<file path="config.mk">
export PLATFORM = sky130hd
export DESIGN_NAME = tgpw_ctrl
export DESIGN_NICKNAME = d
export VERILOG_FILES = /design/src/tgpw_pkg.sv /design/src/tgpw_ctrl.sv
export SDC_FILE = /design/constraint.sdc
export NUM_CORES = 1
export LEC_CHECK = 0
export BUFFER_PORTS_ARGS = -buffer_cell sky130_fd_sc_hd__buf_2
export CORE_AREA = 10 10 47 49
export CTS_BUF_LIST = sky130_fd_sc_hd__clkbuf_8
export DETAILED_ROUTE_END_ITERATION = 12
export DIE_AREA = 0 0 57 59
export GPL_TIMING_DRIVEN = 0
export PLACE_DENSITY = 0.3
export SLEW_MARGIN = 30
export SYNTH_ARGS = -nofsm -noshare
export SYNTH_HDL_FRONTEND = slang
export SYNTH_SLANG_ARGS = --single-unit
</file>
<file path="constraint.sdc">
create_clock -name aclk -period 1.02 [get_ports aclk]
set_input_delay 0.153 -clock aclk [delete_from_list [all_inputs] [get_ports aclk]]
set_output_delay 0.153 -clock aclk [all_outputs]
set_load 0.01 [all_outputs]
</file>
<file path="src/tgpw_pkg.sv">
// tgpw_pkg: shared constants, widths and controller/datapath interface types
// for the text glyph page writer; no dependencies
`default_nettype none

package tgpw_pkg;

    // font and text geometry
    localparam int GLYPH_COUNT  = 95;
    localparam int TEXT_COLUMNS = 16;
    localparam int TEXT_ROWS    = 4;

    localparam int GLYPH_BYTES = 16;
    localparam int MEM_DEPTH   = GLYPH_COUNT * GLYPH_BYTES;
    localparam int GLYPH_W     = (GLYPH_COUNT > 1) ? $clog2(GLYPH_COUNT) : 1;
    localparam int MEM_ADDR_W  = GLYPH_W + 4;

    // field widths
    localparam int FONT_ADDR_W = 11;
    localparam int CURSOR_W    = 5;
    localparam int COL_W       = 4;
    localparam int ROW_W       = 2;
    localparam int S_TDATA_W   = 40;
    localparam int M_TDATA_W   = 8;

    // one run of bytes per character
    localparam int STEP_W      = 5;
    localparam int RUN_LEN     = 22;
    localparam int HALF_LEN    = 11;
    localparam int CMD_LEN     = 3;

    // controller command bytes
    localparam logic [7:0] CMD_PAGE   = 8'hb0;
    localparam logic [7:0] CMD_COL_HI = 8'h10;
    localparam logic [7:0] CMD_COL_LO = 8'h02;
    localparam logic [7:0] NIBBLE_LO  = 8'h0f;
    localparam logic [7:0] NIBBLE_HI  = 8'hf0;

    // printable character range
    localparam logic [7:0] CHAR_FIRST = 8'h20;
    localparam logic [7:0] CHAR_LAST  = 8'h7e;

    // request kinds on s_tuser
    localparam logic REQ_LOAD = 1'b0;
    localparam logic REQ_DRAW = 1'b1;

    typedef struct packed {
        logic write_font;
        logic start_draw;
        logic emit;
    } cmd_t;

    typedef struct packed {
        logic visible;
        logic out_free;
        logic at_last;
    } status_t;

endpackage

`default_nettype wire

</file>
<file path="src/tgpw_ctrl.sv">
// tgpw_ctrl: sequencing state machine of the text glyph page writer
// depends on tgpw_pkg
`default_nettype none

module tgpw_ctrl (
    input  wire logic           aclk,
    input  wire logic           aresetn,
    input  wire logic           s_tvalid,
    input  wire logic           req_type,
    output logic                s_tready,
    input  wire tgpw_pkg::status_t status,
    output tgpw_pkg::cmd_t      cmd
);
    import tgpw_pkg::*;

    typedef enum logic [2:0] {
        ST_IDLE  = 3'b001,
        ST_CHECK = 3'b010,
        ST_EMIT  = 3'b100
    } state_t;

    state_t state_reg, state_next;
    logic   accept;

    assign s_tready = (state_reg == ST_IDLE);
    assign accept   = s_tvalid && s_tready;

    always_comb begin
        state_next     = state_reg;
        cmd.write_font = 1'b0;
        cmd.start_draw = 1'b0;
        cmd.emit       = 1'b0;
        unique case (state_reg)
            ST_IDLE: begin
                if (accept) begin
                    if (req_type == REQ_DRAW) begin
                        cmd.start_draw = 1'b1;
                        state_next     = ST_CHECK;
                    end else begin
                        cmd.write_font = 1'b1;
                    end
                end
            end
            ST_CHECK: begin
                state_next = status.visible ? ST_EMIT : ST_IDLE;
            end
            ST_EMIT: begin
                cmd.emit = 1'b1;
                if (status.out_free && status.at_last) begin
                    state_next = ST_IDLE;
                end
            end
            default: begin
                state_next = ST_IDLE;
            end
        endcase
    end

    always_ff @(posedge aclk) begin
        if (!aresetn) begin
            state_reg <= ST_IDLE;
        end else begin
            state_reg <= state_next;
        end
    end

endmodule

`default_nettype wire

</file>
* Yosys cells after proc, flatten, opt, wreduce, memory -nomap -nowiden
Cells that the tools add are included.
Operators by class: equality and inequality tests 6, mux-type cells 10, reduce and logical (&&, ||, !) cells 3
Operators by type and width (count):
- two-way mux 3 bit | 4
- one-hot mux 3 bit (3 select lines) | 1
- two-way mux 2 bit | 2
- inequality test 2 bit (second input constant) | 2
- equality test 3 x 1 -> 1 bit (second input constant) | 1
- equality test 3 x 2 -> 1 bit (second input constant) | 1
- equality test 3 bit (second input constant) | 1
- two-way mux 1 bit | 3
- AND reduction 3 bit | 1
- logical AND 1 bit | 2
- inequality test 2 x 1 -> 1 bit (second input constant) | 1
Word-level totals: bits in registers 3, input port bits 7, output and inout bits 4, word-level logic and storage cells 20

* Logic depth before layout (Yosys ltp)
depth in word-level cells 4, gate-level depth with buffers 5, mapped depth without buffers 5

* Worst setup path after synthesis
OpenSTA, ideal clock, no wires.
path kind reg-to-output, from register state_reg[1], to output cmd[2] (netlist name), arrival 0.830 ns, data required time 0.867 ns, setup slack 0.037 ns, cell stages (with the launch flop) 4, path through dfxtp_1 nor2_1 nand2_1 nor3b_1
RTL lines:
- start, declared | RTL line tgpw_ctrl.sv:22 | state_t state_reg, state_next;
- start signal, assigned | RTL line tgpw_ctrl.sv:63 | state_reg <= state_next;
- end, declared | RTL line tgpw_ctrl.sv:12 | output tgpw_pkg::cmd_t cmd

==> out/metrics.yaml <==
sta:
  finalSetupTns_ns: -0.5498
  fin_crit_ns: 1.195
  drv_slew: 0
  fin_ws_ns: -0.1749
  worst_pin_slew_ns: 0.1490
  finClkSkew_ns: 0.002436
  hold_viol_final: 0
  setup_violations: 5
  slew_headroom_pct: 90.02
  fmax_ghz: 0.8369
  period_share_pct: 117.1
  rsz0062_at_grt: "yes"
clocking:
  root_buffer: "clkbuf_8"
  cts_hold_buf: 0
  cts_tree: "done"
  clk_latency_ns: 0.22
  cts_buffers: 3
  htree_levels: 1
  cts_sinks: 3
  clk_path_buf_depth: 2
  clk_pin_slew_worst_paths_ns: 0.03
setup_path:
  ff2ff_path_depth: 5
  crit_type: "reg2out"
  arrival_ns: 1.04
  cp_max_fo: 3
  required_ns: 0.87
  start_kind: "flip-flop"
  path_depth: 4
  slowest_stage: "dfxtp_2"
  slowest_delay_ns: 0.31
  rr_startpoint: "state_reg[1]"
  endpoint_kind: "primary output"
  worst-path-buf-inv: 1
  r2r-end: "state_reg[2]"
  startpoint: "state_reg[2]"
  worstPathCellList: "nor2_2 -> nand2_2 -> nor3b_2 -> buf_2"
  critPathTopFamily: "simple AND/OR/NAND/NOR gates"
  reg2reg_setup_slack_ns: -0.05
  cp-endpoint: "cmd[2]"
drt:
  routed_wirelength_um: 618
  vias: 210
  wl_per_cell_um: 11.04
  drt-initial-drc-count: 2
  detail-route-antenna-nets: 0
  drc: 0
  viasPerCell: 3.750
  first_pass_iters: 4
layout:
  largest_reg_flops: 3
  regArea_sq_um: 66.31
  fillers: 170
  fin_cells: 56
  drive_gt1_share_pct: 60.00
  antennaDiodeCount: 0
  final_nets: 48
  syn_to_final_growth_pct: 94.89
  multi_input_area_sq_um: 120.1
  fin_util_pct: 23.84
synthesis:
  synth_area_leaders: "dfxtp_1 (35%), nand2_1 (11%), a21oi_1 (8.8%), nand3b_1 (8.8%), nor3b_2 (7.3%)"
  yosysUniqueCellTypes: 13
  synth_top_area_share_pct: 35.04
  ys_ff_latch: 3
  synth_area_per_cell_sq_um: 7.453
  yosysWarnings: 0
  synth.largest_area_cell: "dfxtp_1"
  syn-num-nets: 30
  synthCells: 23
  ys_seq_area_share_pct: 35.04
  mappedNetlistArea_sq_um: 171.4
floorplan:
  num_rows: 14
  start_util_pct: 12.23
  ios: 11
  die-area_sq_um: 3363
  die_y_um: 59
  core_sq_um: 1401
  die_w_um: 57
placement:
  place_ws_ns: -0.04687
  placedCellCount: 49
  gp_congestion: 0.6526
  io_buffers: 10
  dpl.hpwl_um: 448.6
job:
  max-cap-violations: 0
power:
  power.density_nw_per_um2: 1732
  total_power_uw: 578.7
  ir_drop_v: 0.0004939
  leakage_uw: 0.0001632
grt:
  grt_start_max_net_pins: 6
  grt_pass1_wl_mm: 1.000
  antenna_found_initial: 0
  grt_usage_pct: 3.969
  grt_overflow: 0
  grt_pass1_vias: 228
worst_hold_path:
  worstHoldStart: "aresetn"
  hold_path_class: "in2reg"
outcome:
  status: "complete, but fails checks"
  violations: "setup timing"
==> how the worst min path moves through the flow <==
stage                    to  depth (start not counted)
6_report       state_reg[0]                          2
5_1_grt        state_reg[0]                          2
4_1_cts        state_reg[0]                          2
3_5_place_dp   state_reg[0]                          2
3_3_place_gp   state_reg[0]                          2
2_1_floorplan  state_reg[0]                          1
==> worst register-to-register path, cell delays in order (launching register included) <==
cell	delay (ns)
dfxtp_4	0.33
buf_4	0.15
and3b_1	0.15
a21oi_1	0.11
o21ai_1	0.07
and3_1	0.15
==> final cells by class <==
class | count | share of cell area (%)
repair buffers | 13 | 23.60
well taps | 16 | 5.993
inverters | 1 | 1.124
multi-input cells | 19 | 35.96
flip-flops and latches | 3 | 19.85
clock buffers | 3 | 12.36
clock inverters | 1 | 1.124
==> stage by stage <==
step                      instance area (sq um)  hold slack, ns
after floorplan                           171.4          0.2292
after global placement                    241.5          0.3544
after detailed placement                  241.5          0.3572
after CTS                                 322.8          0.1339
after global routing                      334.1          0.1472
final                                     334.1          0.1347
==> cell usage after synthesis <==
master	n
o21ai_1	1
nand2_1	5
nor2_1	2
dfxtp_1	3
and2_1	1
a21oi_1	3
nor3b_1	1
o21ai_0	1
nor3b_2	1
and3b_1	1
nand3b_1	2
and3_1	1
inv_1	1
==> cells by family (layout without fill, tap and decap cells) <==
group	Yosys count	count (layout)	share of synthesized area, %
and+or+nand+nor	14	14	48.18
DFF	3	3	35.04
AOI/OAI and AO/OA	5	5	14.59
buffers and inverters	1	18	2.188
==> placed cells by master, fill, tap and decap left out <==
cell type  synthesis  final
buf_6              0      1
nor3b_2            1      2
and3b_1            1      1
inv_1              1      2
dfxtp_4            0      1
buf_4              0      3
nor2_2             0      2
buf_2              0      9
and3_1             1      1
nand2_2            0      1
o21ai_1            1      1
nand3b_1           2      2
a21oi_1            3      3
dfxtp_2            0      2
nand2_1            5      4
and2_1             1      1
clkbuf_8           0      3
o21ai_0            1      1
==> power breakdown <==
group          switching (uW)  internal, uW  total (uW)
sequential               7.18           126         133
clock                    78.9           256         335
combinational            50.5          59.8         110
==> layer usage <==
layer  GRT usage, %  routed length, um
met5              0                  0
met4          4.027                  0
met3          1.931                 52
met2          6.202                301
met1          3.664                265
==> what timing repair did <==
item / 4_1_cts / 5_1_grt
endpoints found under the setup margin: 5 / 5
endpoints found under the hold margin: 0 / 0
resized for setup: 6 / 3
setup buffers: 3 / 0
pin swaps: 5 / 3
Power figures use the tool's default switching activity.
